[src/rtl/brle_pkg.sv]
// Shared types and constants for the binary run length encoder.
package brle_pkg;

  localparam int CODE_W         = 16;  // run_code field width
  localparam int CFG_W          = 5;   // code_width register width
  localparam int MAX_CODE_WIDTH = 16;  // default limit on the code width
  localparam int DEF_CODE_WIDTH = 4;   // code_width after reset
  localparam int MAX_PUSH       = 3;   // most codes one input word can cause
  localparam int QDEPTH         = 4;   // output queue entries
  localparam int QCNT_W         = $clog2(QDEPTH + 1);

  typedef struct packed {
    logic [CODE_W-1:0] code;
    logic              last;
  } code_word_t;

endpackage

[src/rtl/brle_if.sv]
// Valid/ready channel interfaces for the encoder's input and result words.
interface brle_in_if;
  logic valid;
  logic ready;
  logic data_bit;
  logic end_of_stream;

  modport source (output valid, output data_bit, output end_of_stream, input ready);
  modport sink (input valid, input data_bit, input end_of_stream, output ready);
endinterface

interface brle_out_if;
  logic                          valid;
  logic                          ready;
  logic [brle_pkg::CODE_W-1:0]   run_code;
  logic                          last_code;

  modport source (output valid, output run_code, output last_code, input ready);
  modport sink (input valid, input run_code, input last_code, output ready);
endinterface

[src/rtl/binary_run_length_encoder_unit.sv]
// Binary run length encoder: bit stream in, fixed-width run length codes out.
//
// Each input word carries one stream bit and an end-of-stream flag. The block
// emits the lengths of alternating runs, starting with a run of ones (a zero
// code comes first when the stream opens with a zero bit). A run that reaches
// the largest code 2^w-1 and continues emits that code, then a zero code for
// the empty opposite run, and counting restarts. The word with end_of_stream
// set closes the open run; that code has last_code high and the encoder is
// ready for a new stream. w is code_width clamped to 1..min(MAX_CODE_WIDTH,16);
// write code_width only while the block is idle. Rate: the run state updates
// in the same cycle a word is accepted and its codes drop into a four-entry
// output queue, so one input word is taken per cycle while each word yields
// at most one code and out_ch.ready stays high. The output port drains one
// code per cycle while ready, so a word that yields two or three codes
// stalls the input: it is held while the queue holds more than one code.
module binary_run_length_encoder_unit #(
  parameter int MAX_CODE_WIDTH = brle_pkg::MAX_CODE_WIDTH
) (
  input  logic                        clk,
  input  logic                        rst_n,
  brle_in_if.sink                     in_ch,
  brle_out_if.source                  out_ch,
  input  logic                        cfg_wr_en,
  input  logic [brle_pkg::CFG_W-1:0]  cfg_wr_data
);

  localparam int WLIM_I = (MAX_CODE_WIDTH > brle_pkg::CODE_W) ? brle_pkg::CODE_W :
                          ((MAX_CODE_WIDTH < 1) ? 1 : MAX_CODE_WIDTH);
  localparam logic [brle_pkg::CFG_W-1:0] WLIM = brle_pkg::CFG_W'(WLIM_I);
  // Width after reset, clamped like a written width
  localparam int DEF_W_I = (brle_pkg::DEF_CODE_WIDTH > WLIM_I) ? WLIM_I :
                           ((brle_pkg::DEF_CODE_WIDTH < 1) ? 1 : brle_pkg::DEF_CODE_WIDTH);
  localparam int CW = brle_pkg::CODE_W;
  localparam int QW = brle_pkg::QCNT_W;

  // Largest run code for the current width, kept precomputed
  logic [CW-1:0]                 maxc_r, maxc_nxt;
  logic [brle_pkg::CFG_W-1:0]    wclamp;

  // Run state
  logic                          sym_r, sym_nxt;
  logic [CW-1:0]                 cnt_r, cnt_nxt;
  logic                          started_r, started_nxt;

  // Output queue: entry 0 is the word on the output port
  brle_pkg::code_word_t          q_r   [brle_pkg::QDEPTH];
  brle_pkg::code_word_t          q_nxt [brle_pkg::QDEPTH];
  logic [QW-1:0]                 qcnt_r, qcnt_nxt;

  // Codes caused by the word being accepted
  brle_pkg::code_word_t          push  [brle_pkg::MAX_PUSH];
  logic [1:0]                    npush;

  logic                          in_fire;
  logic                          pop;
  logic [QW-1:0]                 base;
  logic [QW-1:0]                 k;

  assign in_ch.ready = (qcnt_r <= QW'(brle_pkg::QDEPTH - brle_pkg::MAX_PUSH));
  assign in_fire     = in_ch.valid && in_ch.ready;
  assign out_ch.valid     = (qcnt_r != '0);
  assign out_ch.run_code  = q_r[0].code;
  assign out_ch.last_code = q_r[0].last;
  assign pop         = out_ch.valid && out_ch.ready;

  // Clamp the written width and turn it into the largest code
  always_comb begin
    wclamp = cfg_wr_data;
    if (wclamp == '0) begin
      wclamp = brle_pkg::CFG_W'(1);
    end else if (wclamp > WLIM) begin
      wclamp = WLIM;
    end
    maxc_nxt = maxc_r;
    if (cfg_wr_en) begin
      maxc_nxt = CW'(((CW+1)'(1) << wclamp) - (CW+1)'(1));
    end
  end

  // Run tracking: update state and collect up to three codes in order
  always_comb begin
    sym_nxt     = sym_r;
    cnt_nxt     = cnt_r;
    started_nxt = started_r;
    npush       = '0;
    for (int i = 0; i < brle_pkg::MAX_PUSH; i++) begin
      push[i] = '{code: '0, last: 1'b0};
    end
    if (in_fire) begin
      if (!started_r) begin
        // Stream opens with zeros: emit the empty ones run first
        started_nxt = 1'b1;
        if (!in_ch.data_bit) begin
          push[npush] = '{code: '0, last: 1'b0};
          npush       = npush + 2'd1;
        end
        sym_nxt = in_ch.data_bit;
        cnt_nxt = CW'(1);
      end else if (in_ch.data_bit == sym_r) begin
        if (cnt_r >= maxc_r) begin
          // Saturated run continues: emit max, then an empty opposite run
          push[npush] = '{code: maxc_r, last: 1'b0};
          npush       = npush + 2'd1;
          push[npush] = '{code: '0, last: 1'b0};
          npush       = npush + 2'd1;
          cnt_nxt     = CW'(1);
        end else begin
          cnt_nxt = cnt_r + CW'(1);
        end
      end else begin
        push[npush] = '{code: (cnt_r > maxc_r) ? maxc_r : cnt_r, last: 1'b0};
        npush       = npush + 2'd1;
        sym_nxt     = in_ch.data_bit;
        cnt_nxt     = CW'(1);
      end
      if (in_ch.end_of_stream) begin
        // Flush the open run and return to the idle stream state
        push[npush] = '{code: (cnt_nxt > maxc_r) ? maxc_r : cnt_nxt, last: 1'b1};
        npush       = npush + 2'd1;
        sym_nxt     = 1'b1;
        cnt_nxt     = '0;
        started_nxt = 1'b0;
      end
    end
  end

  // Queue: shift on pop, append new codes behind the survivors
  always_comb begin
    base = qcnt_r - QW'(pop);
    k    = '0;
    for (int i = 0; i < brle_pkg::QDEPTH; i++) begin
      q_nxt[i] = q_r[i];
    end
    if (pop) begin
      for (int i = 0; i < brle_pkg::QDEPTH - 1; i++) begin
        q_nxt[i] = q_r[i+1];
      end
    end
    for (int i = 0; i < brle_pkg::QDEPTH; i++) begin
      k = QW'(i) - base;
      if (in_fire && (QW'(i) >= base) && (k < QW'(npush))) begin
        q_nxt[i] = push[k[1:0]];
      end
    end
    qcnt_nxt = base + (in_fire ? QW'(npush) : '0);
  end

  always_ff @(posedge clk) begin
    if (!rst_n) begin
      maxc_r    <= CW'((32'(1) << DEF_W_I) - 32'(1));
      sym_r     <= 1'b1;
      cnt_r     <= '0;
      started_r <= 1'b0;
      qcnt_r    <= '0;
    end else begin
      maxc_r    <= maxc_nxt;
      sym_r     <= sym_nxt;
      cnt_r     <= cnt_nxt;
      started_r <= started_nxt;
      qcnt_r    <= qcnt_nxt;
    end
  end

  always_ff @(posedge clk) begin
    for (int i = 0; i < brle_pkg::QDEPTH; i++) begin
      q_r[i] <= q_nxt[i];
    end
  end

`ifndef NO_ASSERTIONS
  a_qcnt_bound: assert property (@(posedge clk) disable iff (!rst_n)
    qcnt_r <= QW'(brle_pkg::QDEPTH))
    else $error("output queue overfilled");

  a_room_on_accept: assert property (@(posedge clk) disable iff (!rst_n)
    in_fire |-> (qcnt_r <= QW'(brle_pkg::QDEPTH - brle_pkg::MAX_PUSH)))
    else $error("word accepted without room for its codes");

  a_eos_clears: assert property (@(posedge clk) disable iff (!rst_n)
    (in_fire && in_ch.end_of_stream) |=> (!started_r && sym_r && cnt_r == '0))
    else $error("stream state not cleared after end of stream");

  a_open_run_nonempty: assert property (@(posedge clk) disable iff (!rst_n)
    started_r |-> (cnt_r != '0))
    else $error("open run with zero length");

  a_eos_gives_last: assert property (@(posedge clk) disable iff (!rst_n)
    (in_fire && in_ch.end_of_stream) |=> (qcnt_r != '0))
    else $error("end of stream left no code queued");
`endif

endmodule
[src/flat_wrapper.sv]
// flat-port wrapper written by rule: the top's interface ports become plain ports
module binary_run_length_encoder_unit_flat 
#(
  parameter int MAX_CODE_WIDTH = brle_pkg::MAX_CODE_WIDTH
)
  (clk, rst_n, cfg_wr_en, cfg_wr_data, in_ch_valid, in_ch_data_bit, in_ch_end_of_stream, in_ch_ready, out_ch_valid, out_ch_run_code, out_ch_last_code, out_ch_ready);
  brle_in_if in_ch_i ();
  brle_out_if out_ch_i ();
  input  logic clk;
  input  logic rst_n;
  input  logic cfg_wr_en;
  input  logic [brle_pkg::CFG_W-1:0] cfg_wr_data;
  input wire logic [$bits(in_ch_i.valid)-1:0] in_ch_valid;
  input wire logic [$bits(in_ch_i.data_bit)-1:0] in_ch_data_bit;
  input wire logic [$bits(in_ch_i.end_of_stream)-1:0] in_ch_end_of_stream;
  output wire logic [$bits(in_ch_i.ready)-1:0] in_ch_ready;
  output wire logic [$bits(out_ch_i.valid)-1:0] out_ch_valid;
  output wire logic [$bits(out_ch_i.run_code)-1:0] out_ch_run_code;
  output wire logic [$bits(out_ch_i.last_code)-1:0] out_ch_last_code;
  input wire logic [$bits(out_ch_i.ready)-1:0] out_ch_ready;
  assign in_ch_i.valid = in_ch_valid;
  assign in_ch_i.data_bit = in_ch_data_bit;
  assign in_ch_i.end_of_stream = in_ch_end_of_stream;
  assign in_ch_ready = in_ch_i.ready;
  assign out_ch_valid = out_ch_i.valid;
  assign out_ch_run_code = out_ch_i.run_code;
  assign out_ch_last_code = out_ch_i.last_code;
  assign out_ch_i.ready = out_ch_ready;
  binary_run_length_encoder_unit #(.MAX_CODE_WIDTH(MAX_CODE_WIDTH)) u_core (.clk(clk), .rst_n(rst_n), .in_ch(in_ch_i), .out_ch(out_ch_i), .cfg_wr_en(cfg_wr_en), .cfg_wr_data(cfg_wr_data));
endmodule
[config.mk]
export PLATFORM = sky130hd
export DESIGN_NAME = binary_run_length_encoder_unit_flat
export DESIGN_NICKNAME = d
export VERILOG_FILES = /design/src/rtl/brle_pkg.sv /design/src/rtl/brle_if.sv /design/src/rtl/binary_run_length_encoder_unit.sv /design/src/flat_wrapper.sv
export SDC_FILE = /design/constraint.sdc
export NUM_CORES = 1
export LEC_CHECK = 0
export ABC_AREA = 1
export BUFFER_PORTS_ARGS = -buffer_cell sky130_fd_sc_hd__buf_4
export CAP_MARGIN = 30
export CORE_MARGIN = 2
export CORE_UTILIZATION = 55
export CTS_BUF_LIST = sky130_fd_sc_hd__clkbuf_8
export DETAILED_ROUTE_END_ITERATION = 10
export PLACE_DENSITY = 0.72
export SLEW_MARGIN = 20
export SYNTH_ARGS = -nofsm -noshare
export SYNTH_HDL_FRONTEND = slang
export SYNTH_SLANG_ARGS = --single-unit
[constraint.sdc]
create_clock -name clk -period 7.1 [get_ports clk]
set_input_delay 0.71 -clock clk [delete_from_list [all_inputs] [get_ports clk]]
set_output_delay 0.71 -clock clk [all_outputs]
set_load 0.005 [all_outputs]
==> flow_metrics.tcl <==
set metrics [dict create \
    layout.nets 1277 \
    clock_sinks 105 \
    cts_setup_buffers 0 \
    drv_cap 0 \
    synth_cells 1218 \
    worstReg2RegEnd "u_core.q_r[1][2]$_DFFE_PP_" \
    antenna_found_initial 0 \
    drive_gt1_share_pct 9.11 \
    critPathMaxStageDelay_ns 0.57 \
    dr_wl_met2_mm 10.2 \
    critPathArrivalTime_ns 5.23 \
    numPortBuffers 30 \
    start_util_pct 56.7 \
    synth-compound-area-share_pct 11.9 \
    antenna_cells 0 \
    p_leak_nw 4.11 \
    synth-xor-area-share_pct 0.530 \
    clkTransAtPathRegs_ns 0.11 \
    setup_viol 0 \
    timing.final.crit_share_pct 71.3 \
    fin_area_um2 8710 \
    yosys_warnings 0 \
    power_mw 3.41 \
    cp.required_ns 7.27 \
    dr.pass1.iters 5 \
    seq_power_share_pct 30.5 \
    r2r_cells 24 \
    cp-start-kind "register" \
    synth-simple-area-share_pct 37.7 \
    p_sw_mw 1.70 \
    cts_resized 0 \
    dp_hpwl_mm 16.6 \
    setup_tns_ns 0 \
    synthMuxAreaShare_pct 0 \
    grt_overflow_total 0 \
    area_delta_synth_final_pct 5.34 \
    power.internal_mw 1.72 \
    syn_area_um2 8270 \
    synth_edf_count 68 \
    synth_seq_cells 105 \
    cts_buffer_depth 2 \
    clock.fmax_mhz 198 \
    min_period_ns 5.06 \
    hp-class "reg -> reg" \
    grt_usage_pct 28.7 \
    wirelength_mm 22.5 \
    cp_num_buf_inv 3 \
    p_clk_share_pct 11.2 \
    rsz0062_at_grt "no" \
    crit_top_cell "nand2_1" \
    cts_made_buffers 9 \
    fp.dieH_um 127 \
    top_layer_used "met4" \
    slew_headroom_pct 41.0 \
    clock_latency_ns 0.41 \
    rows 44 \
    crit_type "reg -> reg" \
    status "finished clean" \
    async_flop_share_pct 0 \
    placed_area_um2 8520 \
    htree_levels 3 \
    wl_met1_mm 10.1 \
    vias 8018 \
    synth_commonest_cells "nand2_1, nand3_1, a21oi_1, inv_1, edfxtp_1" \
    syn-num-nets 1282 \
    synth_top_area_cell "edfxtp_1" \
    met3_wirelength_mm 1.48 \
    core_um2 14600 \
    r2r-start "u_core.maxc_r[15]$_SDFFE_PN0P_" \
    cp_max_fo 20 \
    grt_pass1_wl_mm 37.0 \
    vias_per_cell 5.72 \
    drv_slew 0 \
    synth_fa_ha_area_share_pct 7.96 \
    synth_top_family_by_area "simple AND/OR/NAND/NOR gates" \
    fp.dieW_um 127 \
    wl_per_cell_um 16.1 \
    grt_start_max_net_pins 58 \
    worst_pin_slew_ns 0.880 \
    synth_area_leaders "edfxtp_1, nand2_1, dfxtp_1, nand3_1, ha_1" \
    critical_path_cell_count 24 \
    drtIter0Drc 810 \
    tritoncts "done" \
    timing_hold_violations_final 0 \
    synthFlopType "edfxtp_1" \
    switching_share_pct 49.7 \
    comb_power_share_pct 58.4 \
    setup.worst_path.start "u_core.maxc_r[15]$_SDFFE_PN0P_" \
    grt_pass1_vias 7387 \
    ys_seq_area_share_pct 33.7 \
    r2r_setup_slack_ns 2.04 \
    cts_hold_buf 0 \
    cts_root_buf "clkbuf_8" \
    power.density_nw_per_um2 392 \
    yosysMostFrequentCell "nand2_1" \
    postRouteAntennaNets 0 \
    critPathCaptureType "register" \
    avgSynthCellArea_um2 6.79 \
    finClkSkew_ns 0.0213 \
    gp_congestion 0.975 \
    path_cells "inv_1 > ha_1 > nand2_1 > nor3_2 > nand2_2 > nand3_4 > nor2_1 > nand2_1 > inv_1 > ha_1 > a21oi_1 > o21ai_0 > nor2_1 > nand2_1 > nand2_1 > inv_1 > nand2_1 > nand2_1 > nand2_1 > nand3_1 > nand2_1 > nand2_1 > nand2_1 > nand2_1" \
    synth_top_area_share_pct 24.7 \
    dieArea_um2 16000 \
    peakVddDrop_mv 0.285 \
    synth.distinct_cells 55 \
    endpoint "u_core.q_r[1][2]$_DFFE_PP_" \
    drc 0 \
    cpLargestDelayFamily "simple AND/OR/NAND/NOR gates" \
    pin_count 31 \
    slowest_stage "nand2_1" \
]
-- sequential cells by signal (all words and copies together), names as in the netlist --
| name | flops |
|---|---|
| u_core.cnt_r | 16 |
| u_core.maxc_r | 16 |
| u_core.q_r | 68 |
| u_core.qcnt_r | 3 |
| u_core.started_r | 1 |
| u_core.sym_r | 1 |
-- cells in the final DEF, fill, tap and decap left out, types with 12 or more instances in the layout --
cell type,instances
buf_4,40
a21oi_1,106
dfxtp_1,37
nand3_1,133
inv_1,91
ha_1,51
nor2_1,60
nand2_2,12
edfxtp_1,68
o21ai_0,34
nand2_1,459
-- power groups by stage --
stage          Combinational (mW)  Clock (mW)  Sequential [mW]
2_1_floorplan                1.45           0             1.04
3_3_place_gp                 1.91           0             1.05
3_5_place_dp                 1.95           0             1.05
4_1_cts                      1.96       0.387             1.04
5_1_grt                      2.25       0.404             1.06
6_report                     1.99       0.381             1.04
-- final cells by class --
cell class | instances | area, um^2
repair buffers | 40 | 300
clock buffers | 9 | 124
inverters | 105 | 395
clock inverters | 7 | 61.3
fillers | 1413 | 5880
well taps | 184 | 230
flip-flops and latches | 105 | 2780
multi-input cells | 952 | 4810
-- logic make-up (layout without fill, tap and decap cells) --
logic type	Yosys count	in the layout
xor+xnor	5	5
flops	105	105
buf+inv	161	161
fa+ha+maj	52	52
compound gates	178	178
simple gates	716	716
other cells	1	1
-- per-layer routing --
layer	GRT usage, %	vias to the layer above
met3	3.37	53
met1	40.1	3658
met4	12.7	0
li1	-	4013
met5	0	-
met2	45.1	294
-- worst min path at each step --
stage	start	end	slack [ns]	cells past startpoint
5_1_grt	u_core.maxc_r[5]$_SDFFE_PN0P_	u_core.maxc_r[5]$_SDFFE_PN0P_	0.54	2
4_1_cts	u_core.maxc_r[5]$_SDFFE_PN0P_	u_core.maxc_r[5]$_SDFFE_PN0P_	0.50	2
3_5_place_dp	u_core.maxc_r[5]$_SDFFE_PN0P_	u_core.maxc_r[5]$_SDFFE_PN0P_	0.48	2
2_1_floorplan	u_core.maxc_r[5]$_SDFFE_PN0P_	u_core.maxc_r[5]$_SDFFE_PN0P_	0.46	2
3_3_place_gp	u_core.maxc_r[5]$_SDFFE_PN0P_	u_core.maxc_r[5]$_SDFFE_PN0P_	0.47	2
6_report	u_core.maxc_r[5]$_SDFFE_PN0P_	u_core.maxc_r[5]$_SDFFE_PN0P_	0.50	2
-- worst reg2reg max path: cells and delay by family (launching register included) --
kind	cells	cell delay, ns
AOI/OAI and AO/OA	2	0.27
buffers and inverters	3	0.59
and+or+nand+nor	17	2.88
DFF	1	0.47
adders and majority gates	2	0.62
-- per-stage QoR --
step / setup WS (ns) / hold slack, ns / std cells / utilization [%]
floorplan: 1.29 / 0.458 / 1218 / -
global route: 1.59 / 0.537 / 1402 / 59.7
detailed placement: 1.78 / 0.480 / 1386 / 58.4
finish: 2.04 / 0.497 / 1402 / 59.7
global placement: 1.91 / 0.472 / 1385 / 58.4
CTS: 2.08 / 0.496 / 1402 / 59.7
Note: power is estimated with default switching activity, not from simulation.
